==> src/rtl/seven_tap_sharpen_axis_filter_core_macros.svh <==
// ----------------------------------------------------------------------------
// Sharpen filter core - assertion macros
// Immediate-cycle and next-cycle implication checks on clk / rst_n.
// ----------------------------------------------------------------------------
`ifndef SEVEN_TAP_SHARPEN_AXIS_FILTER_CORE_MACROS_SVH
`define SEVEN_TAP_SHARPEN_AXIS_FILTER_CORE_MACROS_SVH

// consequent must hold in the same cycle as the antecedent
`define STSF_CHECK_NOW(name, ante, cons, msg) \
  name: assert property (@(posedge clk) disable iff (!rst_n) (ante) |-> (cons)) \
    else $error(msg);

// consequent must hold in the cycle after the antecedent
`define STSF_CHECK_NEXT(name, ante, cons, msg) \
  name: assert property (@(posedge clk) disable iff (!rst_n) (ante) |=> (cons)) \
    else $error(msg);

`endif

==> src/rtl/stsf_pkg.sv <==
// ----------------------------------------------------------------------------
// stsf_pkg - shared types and constants
// Word formats, pipeline structs and register indexes of the sharpen core.
// ----------------------------------------------------------------------------
`default_nettype none

package stsf_pkg;

  localparam int CH_W      = 8;
  localparam int NUM_CH    = 4;
  localparam int PIX_W     = CH_W * NUM_CH;
  localparam int HIST_N    = 6;
  localparam int COORD_W   = 11;
  localparam int SUM_W     = 17;
  localparam int CFG_W     = 12;
  localparam int CFG_IDX_W = 2;

  // register indexes
  localparam logic [CFG_IDX_W-1:0] REG_AXIS   = 2'd0;
  localparam logic [CFG_IDX_W-1:0] REG_WIDTH  = 2'd1;
  localparam logic [CFG_IDX_W-1:0] REG_HEIGHT = 2'd2;

  localparam logic [CFG_W-1:0] WIDTH_RST  = 12'd2048;
  localparam logic [CFG_W-1:0] HEIGHT_RST = 12'd2048;

  typedef struct packed {
    logic [CH_W-1:0] in_red;
    logic [CH_W-1:0] in_green;
    logic [CH_W-1:0] in_blue;
    logic [CH_W-1:0] in_alpha;
  } in_word_t;

  typedef struct packed {
    logic [CH_W-1:0]    out_red;
    logic [CH_W-1:0]    out_green;
    logic [CH_W-1:0]    out_blue;
    logic [CH_W-1:0]    out_alpha;
    logic [COORD_W-1:0] out_col;
    logic [COORD_W-1:0] out_row;
    logic               run_last;
  } out_word_t;

  // pixel packed as {alpha, blue, green, red}: channel c at [8c +: 8]
  typedef logic [PIX_W-1:0] pix_t;
  typedef pix_t [HIST_N-1:0] lanes_t;

  typedef logic signed [SUM_W-1:0] sum_t;

  // per-item control handed from the front end to the emitter
  typedef struct packed {
    logic               vert;
    logic               flush;
    logic               emit_any;
    logic [1:0]         t_first;
    logic [2:0]         pos_clip;
    logic [2:0]         pos_mod;
    logic [COORD_W-1:0] pos_lo;
    logic [COORD_W-1:0] x_lo;
    logic [COORD_W-1:0] y_lo;
  } item_meta_t;

  typedef struct packed {
    logic [COORD_W-1:0] col;
    logic [COORD_W-1:0] row;
    logic               run_last;
  } res_tag_t;

  typedef struct packed {
    sum_t [NUM_CH-1:0] sum;
    res_tag_t          tag;
  } sum_word_t;

endpackage

`default_nettype wire

==> src/rtl/stsf_emit.sv <==
// ----------------------------------------------------------------------------
// stsf_emit - window assembly and tap sums
// Builds the seven-tap window, steps through the flush positions and
// registers the signed tap sums of all four channels.
// ----------------------------------------------------------------------------
`default_nettype none

module stsf_emit (
  input  logic                   clk,
  input  logic                   rst_n,
  input  logic                   item_valid,
  output logic                   item_ready,
  input  stsf_pkg::pix_t         item_pix,
  input  stsf_pkg::lanes_t       item_lanes,
  input  stsf_pkg::item_meta_t   item_meta,
  output logic                   sum_valid,
  input  logic                   sum_ready,
  output stsf_pkg::sum_word_t    sum_data
);
  import stsf_pkg::*;

  localparam int W_OUTER = 1;
  localparam int W_MID   = 6;
  localparam int W_NEAR  = 35;
  localparam int W_CTR   = 204;
  localparam int NTAP    = 7;
  localparam int NEXT    = HIST_N + 4;

  pix_t [HIST_N:0]  win_nxt;
  pix_t [HIST_N:0]  s2_win_r;
  item_meta_t       s2_meta_r;
  logic             s2_valid_r;
  logic [1:0]       s2_t_r;
  logic             s3_valid_r;
  sum_word_t        s3_data_r;
  sum_word_t        s3_nxt;
  pix_t [NEXT-1:0]  ext;
  logic             s3_ready;
  logic             emit_go;
  logic             s2_done;
  logic [1:0]       t_last;
  logic [COORD_W-1:0] p_pos;

  function automatic sum_t tap_sum(input logic [NTAP-1:0][CH_W-1:0] a);
    logic [15:0] pos_part;
    logic [14:0] neg_part;
    pos_part = 16'(a[3]) * 16'(W_CTR) + (16'(a[1]) + 16'(a[5])) * 16'(W_MID);
    neg_part = (15'(a[2]) + 15'(a[4])) * 15'(W_NEAR)
             + (15'(a[0]) + 15'(a[6])) * 15'(W_OUTER);
    return $signed({1'b0, pos_part}) - $signed({2'b00, neg_part});
  endfunction

  // window: clamp to the first position, rotate lanes by position mod 6
  always_comb begin
    logic [3:0] slot;
    slot = '0;
    for (int i = 0; i < HIST_N; i++) begin
      slot = 4'(item_meta.pos_mod) + 4'(i);
      if (slot >= 4'(HIST_N)) begin
        slot = slot - 4'(HIST_N);
      end
      if (item_meta.pos_clip == '0) begin
        win_nxt[i] = item_pix;
      end else if (item_meta.pos_clip >= 3'(HIST_N - i)) begin
        win_nxt[i] = item_lanes[slot[2:0]];
      end else begin
        win_nxt[i] = item_lanes[0];
      end
    end
    win_nxt[HIST_N] = item_pix;
  end

  assign s3_ready   = !s3_valid_r || sum_ready;
  assign t_last     = s2_meta_r.flush ? 2'd3 : 2'd0;
  assign emit_go    = s2_valid_r && s2_meta_r.emit_any && s3_ready;
  assign s2_done    = s2_valid_r && (!s2_meta_r.emit_any || (s3_ready && s2_t_r == t_last));
  assign item_ready = !s2_valid_r || s2_done;

  // positions past the current one all read the current pixel
  always_comb begin
    for (int k = 0; k < NEXT; k++) begin
      ext[k] = s2_win_r[(k < HIST_N) ? k : HIST_N];
    end
  end

  assign p_pos = s2_meta_r.pos_lo + COORD_W'(s2_t_r) - COORD_W'(3);

  always_comb begin
    logic [NTAP-1:0][CH_W-1:0] taps;
    taps = '0;
    for (int c = 0; c < NUM_CH; c++) begin
      for (int k = 0; k < NTAP; k++) begin
        taps[k] = ext[4'(s2_t_r) + 4'(k)][c*CH_W +: CH_W];
      end
      s3_nxt.sum[c] = tap_sum(taps);
    end
    s3_nxt.tag.col      = s2_meta_r.vert ? s2_meta_r.x_lo : p_pos;
    s3_nxt.tag.row      = s2_meta_r.vert ? p_pos : s2_meta_r.y_lo;
    s3_nxt.tag.run_last = (s2_t_r == t_last);
  end

  always_ff @(posedge clk) begin
    if (!rst_n) begin
      s2_valid_r <= 1'b0;
      s3_valid_r <= 1'b0;
    end else begin
      if (item_ready) begin
        s2_valid_r <= item_valid;
      end
      if (s3_ready) begin
        s3_valid_r <= emit_go;
      end
    end
  end

  always_ff @(posedge clk) begin
    if (item_ready && item_valid) begin
      s2_win_r  <= win_nxt;
      s2_meta_r <= item_meta;
      s2_t_r    <= item_meta.t_first;
    end else if (emit_go) begin
      s2_t_r <= s2_t_r + 2'd1;
    end
    if (emit_go) begin
      s3_data_r <= s3_nxt;
    end
  end

  assign sum_valid = s3_valid_r;
  assign sum_data  = s3_data_r;

endmodule

`default_nettype wire

==> config.mk <==
export PLATFORM = sky130hd
export DESIGN_NAME = stsf_emit
export DESIGN_NICKNAME = d
export VERILOG_FILES = /design/src/rtl/seven_tap_sharpen_axis_filter_core_macros.svh /design/src/rtl/stsf_pkg.sv /design/src/rtl/stsf_emit.sv
export SDC_FILE = /design/constraint.sdc
export NUM_CORES = 2
export LEC_CHECK = 0
export ABC_AREA = 1
export BUFFER_PORTS_ARGS = -buffer_cell sky130_fd_sc_hd__buf_2
export CAP_MARGIN = 20
export CORE_ASPECT_RATIO = 1.4
export CORE_MARGIN = 1.5
export CORE_UTILIZATION = 50
export CTS_CLUSTER_DIAMETER = 200
export CTS_CLUSTER_SIZE = 8
export DETAILED_ROUTE_END_ITERATION = 6
export MAX_ROUTING_LAYER = met4
export PLACE_DENSITY = 0.69
export SETUP_SLACK_MARGIN = 0.4
export SYNTH_ARGS = -nofsm -noshare
export SYNTH_HDL_FRONTEND = slang
export SYNTH_SLANG_ARGS = --single-unit
export TNS_END_PERCENT = 50
==> constraint.sdc <==
create_clock -name clk -period 9.65 [get_ports clk]
set_input_delay 0.965 -clock clk [delete_from_list [all_inputs] [get_ports clk]]
set_output_delay 0.965 -clock clk [all_outputs]
set_load 0.02 [all_outputs]
# After elaboration in Yosys (flattened, before gate mapping)
# Index checks and enable logic that the tools add are counted.
[totals] word_cells=167 ff_bits=355 mem_count=0 ramBits=0 mem_bits_ro=0 latch_bits=0
[classes] bitwise_logic=0 div_mod_pow=0 add_sub_neg=44 n_lt_le_gt_ge=25 shifts=0 mul=12 reduce_logical=13 mux=49 eq_ne=1
[ops] op="$mux W32" n=25
[ops] op="$bmux W32 S4" n=6
[ops] op="$bmux W32 S3" n=6
[ops] op="$add A8 B8 Y9" n=12
[ops] op="$sub A16 B15 Y17" n=4
[ops] op="$add A16 B12 Y16" n=4
[ops] op="$bmux W32 S2" n=1
[ops] op="$add A15 B9 Y15" n=4
[ops] op="$mul A9 B6 Y15 const B" n=4
[ops] op="$mul A8 B6 Y14 const B" n=4
[ops] op="$mul A9 B2 Y11 const B" n=4
[ops] op="$lt A3 B4 Y1 const B" n=6
[ops] op="$mux W11" n=2
[ops] op="$ge A4 B3 Y1 const B" n=5
[ops] op="$mux W3" n=6
[ops] op="$sub A3 B3 Y3 const B" n=6
[ops] op="$lt A3 B5 Y1 const B" n=3
[ops] op="$lt A4 B5 Y1 const B" n=3
[ops] op="$add A2 B3 Y4 const B" n=3
[ops] op="$ge A3 B3 Y1 const B" n=4
[ops] op="$add A11 B2 Y11" n=1
[ops] op="$sub A11 B2 Y11 const B" n=1
[ops] op="$add A3 B2 Y4 const B" n=2
[ops] op="$add A3 B3 Y4 const B" n=2
[ops] op="other kinds (14)" n=26

# Longest topological paths before layout
[depth] depth_word=8 mapped_depth=45

# Worst setup path after synthesis
# Ideal clock, no wire load.
[synth_path] kind="input -> register" from="in sum_ready" to="reg s2_t_r[0] (data pin)" required_ns=9.150 setup_time_ns=0.500 slack_ns=2.425 arrival_ns=6.725 stages=7 n_path_buf=0 path_cell_list="nor2_1 -> inv_1 -> nand2_1 -> nand3_1 -> nand2_1 -> inv_1 -> o21ai_0"
[synth_between] elab_chain_len=7
[synth_lines] element="from (decl)" line_no="stsf_emit.sv:17" source="input logic sum_ready,"
[synth_lines] element="$logic_or A1 B1 Y1" line_no="stsf_emit.sv:73" source="assign s3_ready = !s3_valid_r || sum_ready;"
[synth_lines] element="$logic_and A1 B1 Y1" line_no="stsf_emit.sv:76" source="assign s2_done = s2_valid_r && (!s2_meta_r.emit_any || (s3_ready && s2_t_r == t_last));"
[synth_lines] element="$logic_or A1 B1 Y1" line_no="stsf_emit.sv:76"
[synth_lines] element="$logic_and A1 B1 Y1" line_no="stsf_emit.sv:76"
[synth_lines] element="$logic_or A1 B1 Y1" line_no="stsf_emit.sv:77" source="assign item_ready = !s2_valid_r || s2_done;"
[synth_lines] element="named net item_ready" line_no="stsf_emit.sv:12" source="output logic item_ready,"
[synth_lines] element="$logic_and A1 B1 Y1" line_no="stsf_emit.sv:117" source="if (item_ready && item_valid) begin"
[synth_lines] element="$mux W2" line_no="stsf_emit.sv:117"
[synth_lines] element="to (signal assigned)" line_no="stsf_emit.sv:120" source="s2_t_r <= item_meta.t_first;"
[synth_lines] element="to (signal assigned)" line_no="stsf_emit.sv:122" source="s2_t_r <= s2_t_r + 2'd1;"
[synth_lines] element="to (decl)" line_no="stsf_emit.sv:33" source="logic [1:0] s2_t_r;"
# The timed path passes the listed nets, and every way through them passes these cells.
# A chain may end at the register's enable or synchronous reset.

==> summary.txt <==
Routing
  – WL final: around 130 mm
  – Drt first-iter violations: 3602
  – DRC violations left: 6
  – DR vias: ~42000
  – Drt first pass iters: 7
  – Routed wirelength normalized by instance count: 17.5 microns
  – Vias per inst: ~5.6
  – ANT nets after route: 0

Timing
  – Highest clock frequency the design can meet: around 130 MHz
  – Setup repair after global routing missed its margin: false
  – Final hold viol count: 0
  – Fin. max-slew vios: 0
  – Fin Setup TNS: 0 ps
  – Tightest slew margin relative to the limit: about 22%
  – Final cycle utilization of the critical path: 79.6%
  – Worst Max-Slew Pin Slew: ~1200 ps
  – Post-layout minimum cycle time: about 7700 ps
  – Fin Clk Skew: approximately 45 ps
  – Number of setup violations in the final report: 0
  – Crit path setup slack, layout: 1970 ps

Logic synthesis
  – Cells after synthesis: 6303
  – Async set-reset flop share out of synthesis: 0%
  – Yosys synthesis warning count: 0
  – Nets in the synthesized netlist: a little over 7000
  – EDFF count, synth: 353
  – Library cells used by synthesis: 52
  – Post-Syn Area per Cell: between 7 and 8 sq um
  – Cell area after technology mapping: about 44000 sq um
  – Register area share after synthesis: between 20% and 30%
  – Post-synthesis sequential element count: roughly 360
  – Commonest register cell after synthesis: sky130_fd_sc_hd__edfxtp_1

Die
  – Die outline height: roughly 360 microns
  – Die Footprint: ~90000 sq um
  – Area of the core region: a little under 90000 sq um
  – Count of standard-cell rows: about 130
  – Top-Level Pins: between 300 and 400
  – Starting density of the core: between 50% and 60%
  – Horiz. Die Dim: 255 microns

Critical path
  – Most Frequent Cell on Critical Path: sky130_fd_sc_hd__nand2_1
  – Worst setup path class: flop to flop
  – CP max-delay cell: sky130_fd_sc_hd__ha_2
  – R2R Path End: sum_data[39]
  – Register-to-register setup slack: a little under 2000 ps
  – Capturing element type of the critical path: flop
  – Critical Path RT: 10020 ps
  – Reg-to-reg startpoint: s2_t_r[0]
  – Delay contributed by the slowest stage of the critical path: a little under 900 ps
  – Arr. time, crit path: just over 8000 ps
  – Worst r2r path cells: 31
  – Highest fanout seen on the critical path: 254
  – Critical path startpoint category: flop

Placed design
  – Post-placement setup slack: around 2000 ps
  – Post-DP HPWL: 107 mm
  – Routability Congestion: 0.989
  – Buffers added on ports: about 360

Global routing
  – Total global routing overflow: 0
  – Via count of the first global-routing pass: 39100
  – First-pass GRT wire length: between 200 and 250 mm
  – Number of antenna violations at the first check in global routing: 5
  – Total global-route track usage: a little under a third
  – Maximum number of pins on one net before global-route repair: roughly 260

Final layout
  – Fraction of final layout cells with drive strength greater than 1: between 7 and 8%
  – Net total in the final layout: between 7000 and 8000
  – Count of filler cells inserted in the layout: 8665
  – Core occupancy in the finished layout: 54.6%
  – Most common library cell in the layout ignoring fill and taps: sky130_fd_sc_hd__nand2_1
  – Commonest cells after routing, fill and taps aside: 1860 x sky130_fd_sc_hd__nand2_1, 821 x sky130_fd_sc_hd__inv_1, 588 x sky130_fd_sc_hd__o21ai_0
  – Layout overhead on the synthesized area: 8.69%

Clock tree
  – Maximum clock path buffer count: 3
  – Resize count post-CTS: 0
  – Number of buffers inserted for hold repair after clock tree synthesis: 0
  – Clock slew seen by the registers of the worst setup and hold paths: 70 ps
  – Total clock buffers created by CTS: 50
  – CTS tree: done
  – Clk sink count: 355
  – H-tree Lvls: 2
  – Buffer count from post-CTS setup fixing: 0
  – Clk root buf: sky130_fd_sc_hd__clkbuf_16
  – Worst-Skew Late Latency: 630 ps

Hold path
  – End point of the worst hold path: sum_data[21]
  – Min-delay src: s2_meta_r[20]
  – Type of the most critical hold path: flop to flop
  – Hold Path Cell Cnt: 2

Flow run
  – Max Cap Violations: 0

Outcome
  – Result of the run: complete, but fails checks
  – Violations in the final reports: DRC
## synth_stat cells, types with 19 or more instances
master                        n  area, sq um
sky130_fd_sc_hd__a21o_1      28          210
sky130_fd_sc_hd__a21oi_1    287         1440
sky130_fd_sc_hd__a22oi_1     20          150
sky130_fd_sc_hd__a31oi_1     30          188
sky130_fd_sc_hd__buf_1       36          135
sky130_fd_sc_hd__buf_2       69          345
sky130_fd_sc_hd__clkbuf_1   184          691
sky130_fd_sc_hd__edfxtp_1   353        10600
sky130_fd_sc_hd__fa_1       129         2580
sky130_fd_sc_hd__ha_1       471         5890
sky130_fd_sc_hd__inv_1      825         3100
sky130_fd_sc_hd__mux2i_1    118         1180
sky130_fd_sc_hd__nand2_1   1860         6980
sky130_fd_sc_hd__nand3_1    397         1990
sky130_fd_sc_hd__nand4_1     37          231
sky130_fd_sc_hd__nor2_1     284         1070
sky130_fd_sc_hd__nor3_1      22          110
sky130_fd_sc_hd__o211ai_1    88          661
sky130_fd_sc_hd__o21ai_0    588         2940
sky130_fd_sc_hd__o21ai_1     29          145
sky130_fd_sc_hd__o21bai_1    19          143
sky130_fd_sc_hd__o22ai_1     60          375
sky130_fd_sc_hd__o311ai_0    32          280
sky130_fd_sc_hd__xnor2_1     86          753
sky130_fd_sc_hd__xor2_1     145         1270
## routing by layer
| layer | part of all wire, % | routed length [microns] | GRT usage, % |
|---|---|---|---|
| met5 | 0 | 0 | - |
| met1 | 47 | 62500 | 41.7 |
| met4 | 2.8 | 3810 | 8.68 |
| met2 | 44 | 58500 | 45.9 |
| met3 | 7.1 | 9500 | 3.43 |
## kinds of logic (layout without fill, tap and decap cells)
kind of cell             after synthesis  after routing  share of synthesized area, %
AO/OA/AOI/OAI                       1227           1227                          15.6
XOR/XNOR                             233            233                          4.64
adder cells (fa/ha/maj)              600            600                          19.1
buffers and inverters               1135           1303                          9.90
flip-flops                           355            355                          24.0
multiplexers                         118            118                          2.67
other                                  0              5                             0
AND/OR/NAND/NOR                     2635           2635                          24.0
## worst max path at each step
stage,start,endpoint,slack [ps],depth (start not counted)
floorplan,sum_ready,s2_t_r[0],2420,7
global placement,s2_t_r[0],sum_data[55],2140,32
detailed placement,s2_t_r[0],sum_data[39],2000,31
CTS,s2_t_r[0],sum_data[54],2010,31
global route,s2_t_r[0],sum_data[88],1210,34
finish,s2_t_r[0],sum_data[39],1970,31
## flip-flops by register name, indices dropped and copies added, names as in the netlist
register	count
ext	224
sum_data	91
s2_meta_r	36
s2_t_r	2
s2_valid_r	1
sum_valid	1
## per-stage QoR
stage / area [sq um] / std cells / hold slack (ps)
2_1_floorplan: 44300 / 6303 / 472
3_3_place_gp: 46700 / 7588 / 499
3_5_place_dp: 46700 / 7588 / 507
4_1_cts: 48100 / 7650 / 473
5_1_grt: 48100 / 7655 / 485
6_report: 48100 / 7655 / 513
## cell type report
class | count | area [sq um] | share of cell area [%]
Multi-Input combinational cell | 4813 | 29300 | 60.9
Sequential cell | 355 | 10600 | 22.1
Inverter | 838 | 3160 | 6.57
Timing Repair Buffer | 403 | 2130 | 4.43
Tap cell | 1179 | 1480 | 3.07
Clock buffer | 59 | 1310 | 2.71
Clock inverter | 3 | 67.6 | 0.140
Antenna cell | 5 | 12.5 | 0.0260
## critical path, delay by kind of cell (launching register included)
family	cells	cell delay (ps)
compound gates	5	980
xor+xnor	2	280
fa+ha+maj	7	3100
buf+inv	4	1340
flops	1	400
simple gates	13	1270
Power is not shown: default switching activity piles up to over one toggle a cycle in this logic, so the estimate is an artifact.
