`config.mk`:
```
export PLATFORM = sky130hd
export DESIGN_NAME = stsf_round
export DESIGN_NICKNAME = d
export VERILOG_FILES = /design/src/rtl/seven_tap_sharpen_axis_filter_core_macros.svh /design/src/rtl/stsf_pkg.sv /design/src/rtl/stsf_round.sv
export SDC_FILE = /design/constraint.sdc
export NUM_CORES = 1
export LEC_CHECK = 0
export BUFFER_PORTS_ARGS = -buffer_cell sky130_fd_sc_hd__buf_2
export CAP_MARGIN = 20
export CORE_AREA = 2 2 180 182
export DETAILED_ROUTE_END_ITERATION = 8
export DIE_AREA = 0 0 182 184
export PLACE_DENSITY = 0.7
export SYNTH_ARGS = -nofsm -noshare
export SYNTH_HDL_FRONTEND = slang
export SYNTH_SLANG_ARGS = --single-unit
```
`constraint.sdc`:
```
create_clock -name clk -period 5.55 [get_ports clk]
set_input_delay 0.555 -clock clk [delete_from_list [all_inputs] [get_ports clk]]
set_output_delay 0.555 -clock clk [all_outputs]
set_load 0.01 [all_outputs]
```
`src/rtl/seven_tap_sharpen_axis_filter_core_macros.svh`:
```
// ----------------------------------------------------------------------------
// Sharpen filter core - assertion macros
// Immediate-cycle and next-cycle implication checks on clk / rst_n.
// ----------------------------------------------------------------------------
`ifndef SEVEN_TAP_SHARPEN_AXIS_FILTER_CORE_MACROS_SVH
`define SEVEN_TAP_SHARPEN_AXIS_FILTER_CORE_MACROS_SVH

// consequent must hold in the same cycle as the antecedent
`define STSF_CHECK_NOW(name, ante, cons, msg) \
  name: assert property (@(posedge clk) disable iff (!rst_n) (ante) |-> (cons)) \
    else $error(msg);

// consequent must hold in the cycle after the antecedent
`define STSF_CHECK_NEXT(name, ante, cons, msg) \
  name: assert property (@(posedge clk) disable iff (!rst_n) (ante) |=> (cons)) \
    else $error(msg);

`endif

```
`src/rtl/stsf_pkg.sv`:
```
// ----------------------------------------------------------------------------
// stsf_pkg - shared types and constants
// Word formats, pipeline structs and register indexes of the sharpen core.
// ----------------------------------------------------------------------------
`default_nettype none

package stsf_pkg;

  localparam int CH_W      = 8;
  localparam int NUM_CH    = 4;
  localparam int PIX_W     = CH_W * NUM_CH;
  localparam int HIST_N    = 6;
  localparam int COORD_W   = 11;
  localparam int SUM_W     = 17;
  localparam int CFG_W     = 12;
  localparam int CFG_IDX_W = 2;

  // register indexes
  localparam logic [CFG_IDX_W-1:0] REG_AXIS   = 2'd0;
  localparam logic [CFG_IDX_W-1:0] REG_WIDTH  = 2'd1;
  localparam logic [CFG_IDX_W-1:0] REG_HEIGHT = 2'd2;

  localparam logic [CFG_W-1:0] WIDTH_RST  = 12'd2048;
  localparam logic [CFG_W-1:0] HEIGHT_RST = 12'd2048;

  typedef struct packed {
    logic [CH_W-1:0] in_red;
    logic [CH_W-1:0] in_green;
    logic [CH_W-1:0] in_blue;
    logic [CH_W-1:0] in_alpha;
  } in_word_t;

  typedef struct packed {
    logic [CH_W-1:0]    out_red;
    logic [CH_W-1:0]    out_green;
    logic [CH_W-1:0]    out_blue;
    logic [CH_W-1:0]    out_alpha;
    logic [COORD_W-1:0] out_col;
    logic [COORD_W-1:0] out_row;
    logic               run_last;
  } out_word_t;

  // pixel packed as {alpha, blue, green, red}: channel c at [8c +: 8]
  typedef logic [PIX_W-1:0] pix_t;
  typedef pix_t [HIST_N-1:0] lanes_t;

  typedef logic signed [SUM_W-1:0] sum_t;

  // per-item control handed from the front end to the emitter
  typedef struct packed {
    logic               vert;
    logic               flush;
    logic               emit_any;
    logic [1:0]         t_first;
    logic [2:0]         pos_clip;
    logic [2:0]         pos_mod;
    logic [COORD_W-1:0] pos_lo;
    logic [COORD_W-1:0] x_lo;
    logic [COORD_W-1:0] y_lo;
  } item_meta_t;

  typedef struct packed {
    logic [COORD_W-1:0] col;
    logic [COORD_W-1:0] row;
    logic               run_last;
  } res_tag_t;

  typedef struct packed {
    sum_t [NUM_CH-1:0] sum;
    res_tag_t          tag;
  } sum_word_t;

endpackage

`default_nettype wire

```
`src/rtl/stsf_round.sv`:
```
// ----------------------------------------------------------------------------
// stsf_round - divide by 144, round half to even, saturate
// Quotient by reciprocal in one stage, remainder and rounding in the next.
// ----------------------------------------------------------------------------
`default_nettype none

module stsf_round (
  input  logic                  clk,
  input  logic                  rst_n,
  input  logic                  sum_valid,
  output logic                  sum_ready,
  input  stsf_pkg::sum_word_t   sum_data,
  output logic                  out_valid,
  input  logic                  out_stall,
  output stsf_pkg::out_word_t   out_data
);
  import stsf_pkg::*;

  localparam int          DIV      = 144;
  localparam logic [12:0] RECIP9   = 13'd7282;   // ceil(2^16 / 9)
  localparam logic [7:0]  HALF_DIV = 8'd72;
  localparam logic [9:0]  SAT_MAX  = 10'd255;

  logic                          s4_valid_r;
  logic [NUM_CH-1:0][8:0]        s4_q_r;
  logic [NUM_CH-1:0][15:0]       s4_s_r;
  logic [NUM_CH-1:0]             s4_zero_r;
  res_tag_t                      s4_tag_r;
  logic [NUM_CH-1:0][8:0]        q_nxt;
  logic [NUM_CH-1:0]             zero_nxt;
  logic [NUM_CH-1:0][CH_W-1:0]   val_nxt;
  logic                          out_valid_r;
  out_word_t                     out_data_r;
  logic                          out_ready;
  logic                          s4_ready;

  assign out_ready = !out_valid_r || !out_stall;
  assign s4_ready  = !s4_valid_r || out_ready;
  assign sum_ready = s4_ready;

  // s/144 = floor(floor(s/16) / 9)
  always_comb begin
    logic [24:0] prod;
    prod = '0;
    for (int c = 0; c < NUM_CH; c++) begin
      zero_nxt[c] = sum_data.sum[c][SUM_W-1] || (sum_data.sum[c] == '0);
      prod        = 25'(sum_data.sum[c][15:4]) * 25'(RECIP9);
      q_nxt[c]    = prod[24:16];
    end
  end

  always_comb begin
    logic [15:0] rem;
    logic        up;
    logic [9:0]  qr;
    rem = '0;
    up  = 1'b0;
    qr  = '0;
    for (int c = 0; c < NUM_CH; c++) begin
      rem = s4_s_r[c] - 16'(s4_q_r[c]) * 16'(DIV);
      up  = (rem[7:0] > HALF_DIV) || (rem[7:0] == HALF_DIV && s4_q_r[c][0]);
      qr  = 10'(s4_q_r[c]) + 10'(up);
      if (s4_zero_r[c]) begin
        val_nxt[c] = '0;
      end else if (qr > SAT_MAX) begin
        val_nxt[c] = SAT_MAX[CH_W-1:0];
      end else begin
        val_nxt[c] = qr[CH_W-1:0];
      end
    end
  end

  always_ff @(posedge clk) begin
    if (!rst_n) begin
      s4_valid_r  <= 1'b0;
      out_valid_r <= 1'b0;
    end else begin
      if (s4_ready) begin
        s4_valid_r <= sum_valid;
      end
      if (out_ready) begin
        out_valid_r <= s4_valid_r;
      end
    end
  end

  always_ff @(posedge clk) begin
    if (s4_ready && sum_valid) begin
      s4_q_r    <= q_nxt;
      s4_zero_r <= zero_nxt;
      s4_tag_r  <= sum_data.tag;
      for (int c = 0; c < NUM_CH; c++) begin
        s4_s_r[c] <= sum_data.sum[c][15:0];
      end
    end
    if (out_ready && s4_valid_r) begin
      out_data_r.out_red   <= val_nxt[0];
      out_data_r.out_green <= val_nxt[1];
      out_data_r.out_blue  <= val_nxt[2];
      out_data_r.out_alpha <= val_nxt[3];
      out_data_r.out_col   <= s4_tag_r.col;
      out_data_r.out_row   <= s4_tag_r.row;
      out_data_r.run_last  <= s4_tag_r.run_last;
    end
  end

  assign out_valid = out_valid_r;
  assign out_data  = out_data_r;

endmodule

`default_nettype wire

```
# --- Word-level counts from Yosys, hierarchy flattened ---
# Index checks and enable logic that the tools add are counted.
word_totals:
  ff_bits: 152
  input_bits: 95
  out_inout_bits: 57
  elab_cells: 76
classes:
  add_sub_neg: 8
  multipliers: 8
  magnitude_cmp: 8
  n_eq_ne: 4
  muxes: 4
  reduce_logical: 23
op_table:
  columns: ["op", "n"]
  rows:
  - ["25-bit by 12-bit multiplier with 24-bit output, second input constant", 4]
  - ["17-bit logical NOT", 4]
  - ["9-bit by 1-bit adder with 10-bit output", 4]
  - ["10-bit by 8-bit > comparator with 1-bit output, second input constant", 4]
  - ["9-bit by 4-bit multiplier with 4-bit output, second input constant", 4]
  - ["8-bit by 7-bit equality test with 1-bit output, second input constant", 4]
  - ["8-bit by 7-bit > comparator with 1-bit output, second input constant", 4]
  - ["8-bit 2-to-1 mux", 4]
  - ["8-bit subtractor", 4]
  - ["1-bit logical OR", 10]
  - ["1-bit logical AND", 6]
  - ["1-bit logical NOT", 3]

# --- Longest topological paths before layout ---
# Gate-level depths: netlist (run 1).
logic_depth:
  ltp_word: 8
  depth_mapped: 19
  mapped_depth_nobuf: 19

# --- Worst setup path after synthesis (run 1) ---
# No wires, ideal clock.
synth_timing:
  path_type: "input -> register"
  startpoint: "in out_stall"
  endpoint: "reg out_data_r, in the netlist out_data[0], enable pin"
  setup_ps: 551
  arrival_time_ps: 4579
  t_required_ps: 4999
  slack_ps: 419
  cell_stages: 1
  path_buffers: 0
  cell_sequence: "a21boi_0"
synth_between:
  elab_chain_cells: 3
synth_lines:
  columns: ["item", "line_no", "source"]
  rows:
  - ["start, declared", "stsf_round.sv:14", "input logic out_stall,"]
  - ["1-bit logical NOT", "stsf_round.sv:37", "assign out_ready = !out_valid_r || !out_stall;"]
  - ["1-bit logical OR", "stsf_round.sv:37", null]
  - ["1-bit logical AND", "stsf_round.sv:96", "if (out_ready && s4_valid_r) begin"]
  - ["end, declared", "stsf_round.sv:33", "out_word_t out_data_r;"]
# No other way between the ends.
# A chain may end at the register's enable or synchronous reset.

==> results of run 1 <==
-- flip-flops by register name (all words and copies together) (netlist names) --
register and flops:
s4_s_r 32, s4_zero_r 4, out_valid 1, out_data 55
s4_valid_r 1, s4_q_r 36, s4_tag_r 23
-- power breakdown --
group	internal (mW)	leakage [nW]	switching (mW)	total, mW
clock network	0.597	0.273	0.506	1.10
registers	1.75	1.46	0.187	1.94
logic	2.58	7.51	3.29	5.87
total	4.93	9.25	3.98	8.91
-- cells in the final DEF, fill, tap and decap left out, types with 17 or more instances in the layout --
cell / n
xnor2_1: 48
clkbuf_16: 17
nand2_1: 27
a21oi_1: 57
inv_1: 453
xor2_1: 36
nand3_1: 27
ha_1: 307
o21ai_0: 24
fa_1: 154
buf_2: 151
nor2_1: 36
edfxtp_1: 150
-- final cells by class --
| class | count | area (um^2) | area share, % |
|---|---|---|---|
| tap | 402 | 503 | 2.83 |
| clock inverter | 13 | 110 | 0.620 |
| clock buffer | 19 | 443 | 2.49 |
| inverter | 453 | 1700 | 9.58 |
| sequential | 152 | 4540 | 25.6 |
| antenna | 1 | 2.50 | 0.0141 |
| timing repair buffer | 160 | 823 | 4.64 |
| multi-input combinational | 874 | 9630 | 54.2 |
-- path summary, 6_finish.rpt --
check	from	end	cells after the start
worst max-delay path	sum_data[66]	s4_q_r[25]$_DFFE_PP_	20
worst min-delay path	sum_data[21]	s4_tag_r[21]$_DFFE_PP_	1
worst max register to register	s4_q_r[9]$_DFFE_PP_	out_data[46]$_SDFFCE_PP0P_	12
worst min register to register	s4_tag_r[5]$_DFFE_PP_	out_data[5]$_DFFE_PP_	0
-- stage by stage --
| stage | instances | util (%) |
|---|---|---|
| floorplan | 1483 | - |
| global placement | 2041 | 54.8 |
| detailed placement | 2041 | 54.8 |
| CTS | 2073 | 56.6 |
| global route | 2073 | 56.6 |
| finish | 2074 | 56.6 |
-- worst max-delay path, stage by stage --
cell     delay [ns]
buf_2          0.14
inv_1          0.10
fa_1           0.55
inv_1          0.05
ha_1           0.29
inv_1          0.06
fa_1           0.50
inv_1          0.06
fa_1           0.53
inv_1          0.06
fa_1           0.53
inv_1          0.04
ha_1           0.34
o21ai_0        0.18
o21ai_0        0.14
a31o_2         0.27
a41o_1         0.22
and2_4         0.18
o21a_1         0.18
o31a_1         0.24
-- cells by family (layout without fill, tap and decap cells) --
family	after synthesis	count (layout)
adder cells (fa/ha/maj)	461	461
buffers and inverters	457	645
AO/OA/AOI/OAI	172	172
AND/OR/NAND/NOR	155	155
flip-flops	152	152
XOR/XNOR	84	84
multiplexers	2	2
other	0	1
-- metal layers --
layer  vias to the layer above  share of wire [%]  routed length, um
li1                       5158                  -                  -
met1                      5092                 45              14000
met2                       166                 49              15300
met3                        27                3.9               1210
met4                         2                1.2                362
met5                         -              0.042                 13
==> impl_metrics.json, run 1 <==
{
  "post_cts_buffers": 0,
  "start_util_pct": 50.6,
  "ctsLongestPathBuffers": 2,
  "finalWorstSetupSlack_ns": 0.509,
  "synthFlopType": "edfxtp_1",
  "min_path_type": "in2reg",
  "first_iter_violations": 411,
  "yosysWarnings": 0,
  "area_delta_synth_final_pct": 11.8,
  "routabilityCongestion": 0.874,
  "relSlewSlack_pct": 50.4,
  "dp_hpwl_mm": 26.3,
  "synth_top_area_share_pct": 28.4,
  "synth_xor_area_share_pct": 4.63,
  "antenna_found_initial": 2,
  "postRouteWirelength_mm": 30.9,
  "first_global_vias": 10800,
  "synth_top_family_by_area": "adder cells",
  "dieArea_um2": 33500,
  "grtUsageTotal_pct": 19.8,
  "clk_latency_ns": 0.44,
  "drive_gt1_share_pct": 12.3,
  "grt_use_met1_pct": 25.5,
  "use_met2_pct": 34.7,
  "skew_ns": 0.0101,
  "top_usage_layer": "met2",
  "maxSlewViolCount": 0,
  "cts_tree": "built",
  "hold_slack_ns": 0.289,
  "cts_hold_buf": 0,
  "synth_seq_cells": 152,
  "rsz0062_at_grt": "false",
  "synth_simple_gate_area_share_pct": 5.00,
  "synth-adder-area-share_pct": 43.6,
  "p_leak_nw": 9.25,
  "synthMuxAreaShare_pct": 0.126,
  "required_ns": 5.73,
  "p_total_mw": 8.91,
  "via_count": 10400,
  "synth_enable_flop_cells": 150,
  "layout.nets": 2214,
  "synth.net_count": 2039,
  "hold_viol": 0,
  "yosysMostFrequentCell": "inv_1",
  "cts_inserted_buffers": 17,
  "vias_per_cell": 5.04,
  "n_fill_cell": 2673,
  "yosysSeqAreaShare_pct": 28.6,
  "crit_fanout": 5,
  "rows": 65,
  "max_cap_violations": 0,
  "setup_violations": 0,
  "wl_per_cell_um": 14.9,
  "ioPinCount": 152,
  "grtUsageMet3_pct": 3.43,
  "r2r_setup_slack_ns": 2.25,
  "place_ws_ns": 0.0979,
  "synth_area_leaders": "edfxtp_1 (28%), ha_1 (24%), fa_1 (19%)",
  "cts_sinks": 152,
  "dpl_cell_area_um2": 17200,
  "syn_inst": 1483,
  "syn_avg_cell_area_um2": 10.7,
  "powerDensity_nw_per_um2": 502,
  "synthTopCellsByCount": "inv_1 (453), ha_1 (307), fa_1 (154)",
  "start_kind": "input port",
  "h-tree-depth": 4,
  "clk_pin_slew_ns": 0.07,
  "fin_tns_setup_ns": 0,
  "worst-setup-path-type": "in2reg",
  "synth_area_leader_cell": "edfxtp_1",
  "ant_nets": 0,
  "worst_slew_pin_slew_ns": 0.745,
  "drc": 0,
  "gr-total-overflow": 0,
  "status": "finished clean",
  "syn_area_um2": 15900,
  "final_area_um2": 17800,
  "ys_types": 56,
  "ctsRootBufferMaster": "clkbuf_16",
  "async_reset_ff_share_pct": 0,
  "die_w_um": 182,
  "io_buffers": 151,
  "grt_max_degree": 56,
  "dieHeight_um": 184,
  "clock.fmax_mhz": 198,
  "ir_drop_mv": 0.256,
  "coreArea_um2": 31400,
  "drt_pass1_iterations": 4,
  "synth-compound-area-share_pct": 7.19,
  "period_minus_slack_ns": 5.04,
  "cts_resized": 0,
  "post-route-period-util_pct": 90.8,
  "end_kind": "flip-flop",
  "worstPathArrival_ns": 5.22,
  "grt_pass1_wl_mm": 52.2
}
Power figures use the tool's default switching activity.
==> run 2, diff against run 1 <==
PLACE_DENSITY = unset   (was 0.7)
PLACE_DENSITY_LB_ADDON = 0.08   (was unset)
==> run 2 against run 1 <==
- critical path depth did not move
- first-iteration DRC count rose by 6.6%
- design area rose by 0.57%
- clock-buffer cell count fell by 1
- critical path type unchanged
==> impl_metrics.json, run 2 (synthesis gave the netlist of run 1 again) <==
{
  "status": "finished clean",
  "ioPinCount": 152,
  "worst-setup-path-type": "in2reg",
  "drive_gt1_share_pct": 12.3,
  "dpl_cell_area_um2": 17200,
  "worstPathArrival_ns": 5.21,
  "clk_pin_slew_ns": 0.07,
  "area_delta_synth_final_pct": 12.5,
  "mostFrequentLayoutCells": "inv_1 (453), ha_1 (307), fa_1 (154)",
  "hold_viol": 0,
  "wl_per_cell_um": 15.4,
  "clk_latency_ns": 0.45,
  "ant_nets": 0,
  "post_cts_buffers": 0,
  "maxSlewViolCount": 0,
  "crit_fanout": 5,
  "pwr-share-clk_pct": 14.4,
  "cts_sinks": 152,
  "post-route-period-util_pct": 90.1,
  "swShare_pct": 43.9,
  "internal_power_mw": 5.11,
  "rows": 65,
  "worst_slew_pin_slew_ns": 0.955,
  "p_comb_share_pct": 64.2,
  "routabilityCongestion": 0.820,
  "first_iter_violations": 438,
  "via_count": 10200,
  "instances_no_fill": 2074,
  "multi_input_comb_area_um2": 9630,
  "antenna_found_initial": 1,
  "gr-total-overflow": 0,
  "period_minus_slack_ns": 5.00,
  "vias_per_cell": 4.93,
  "grt_pass1_wl_mm": 53.6,
  "drt_pass1_iterations": 5,
  "dieHeight_um": 184,
  "fin_util_pct": 56.9,
  "ctsLongestPathBuffers": 2,
  "die_w_um": 182,
  "dieArea_um2": 33500,
  "fin_tns_setup_ns": 0,
  "clock.fmax_mhz": 200,
  "final_common_cell": "inv_1",
  "ctsRootBufferMaster": "clkbuf_16",
  "cts_hold_buf": 0,
  "postRouteWirelength_mm": 32.0,
  "rsz0062_at_grt": "false",
  "relSlewSlack_pct": 36.3,
  "grt_max_degree": 72,
  "seqCellArea_um2": 4540,
  "dp_hpwl_mm": 27.0,
  "io_buffers": 151,
  "final_area_um2": 17900,
  "powerDensity_nw_per_um2": 510,
  "start_util_pct": 50.6,
  "coreArea_um2": 31400,
  "min_path_type": "in2reg",
  "max_cap_violations": 0,
  "start_kind": "input port",
  "skew_ns": 0.0161,
  "h-tree-depth": 4,
  "n_fill_cell": 2724,
  "ir_drop_mv": 0.248,
  "dp.cells": 2042,
  "first_global_vias": 10700,
  "required_ns": 5.76,
  "largest_reg_flops": 55,
  "grtUsageTotal_pct": 20.6,
  "end_kind": "flip-flop",
  "cts_inserted_buffers": 17,
  "layout.nets": 2215,
  "drc": 0,
  "setup_violations": 0,
  "cts_resized": 0,
  "n_antenna_cell": 0,
  "power_frac_seq_pct": 21.3,
  "switchingPower_mw": 4.00,
  "cts_tree": "built",
  "p_leak_nw": 9.29
}
[run 2: cell types whose count changed in the layout (fill, tap and decap cells not counted), sizes merged]
cell / delta
buf: +1
diode: -1
clkinv: -1
bufinv: +5
clkbuf: -1
inv: -3
[run 2: final timing paths]
check	from	end	slack, ns	cells after the start
max	sum_data[65]	s4_q_r[25]$_DFFE_PP_	0.55	20
min	sum_data[14]	s4_tag_r[14]$_DFFE_PP_	0.27	1
max reg2reg	s4_q_r[9]$_DFFE_PP_	out_data[39]$_SDFFCE_PP0P_	2.28	12
min reg2reg	s4_tag_r[22]$_DFFE_PP_	out_data[22]$_DFFE_PP_	0.42	0
[run 2: critical path, cell delays in order]
cell	delay [ns]
buf_2	0.10
inv_1	0.11
fa_1	0.55
inv_1	0.04
ha_1	0.30
inv_1	0.06
fa_1	0.49
inv_1	0.05
fa_1	0.54
inv_1	0.06
fa_1	0.52
inv_1	0.04
ha_1	0.34
o21ai_0	0.22
o21ai_0	0.14
a31o_2	0.27
a41o_1	0.21
and2_4	0.18
o21a_1	0.18
o31a_1	0.23
[run 2: cell type report]
cell class,count,share of cell area [%]
clock buffers,18,2.40
clock inverters,14,1.23
well taps,402,2.82
inverters,453,9.52
flip-flops and latches,152,25.4
repair buffers,161,4.65
multi-input cells,874,53.9
[run 2: metal layers]
layer	share of wire, %	global-route usage (%)
met2	48	35.2
met1	47	27.2
met3	3.2	3.45
met4	1.3	5.23
met5	0.041	0
[run 2: through the flow]
| step | total power, mW | hold WS, ns | setup slack [ns] |
|---|---|---|---|
| final | 9.11 | 0.273 | 0.550 |
| after CTS | 9.21 | 0.248 | 0.585 |
| after global routing | 10.2 | 0.249 | 0.312 |
| after global placement | 7.71 | 0.401 | 0.128 |
| after floorplan | 6.48 | 0.400 | 0.419 |
| after detailed placement | 7.83 | 0.405 | 0.0950 |
[run 2: power by group through the flow]
stage	registers (mW)	clock network, mW	logic (mW)
2_1_floorplan	1.93	0	4.56
3_3_place_gp	1.97	0	5.75
3_5_place_dp	1.97	0	5.86
4_1_cts	1.95	1.35	5.91
5_1_grt	1.98	1.39	6.88
6_report	1.95	1.31	5.85
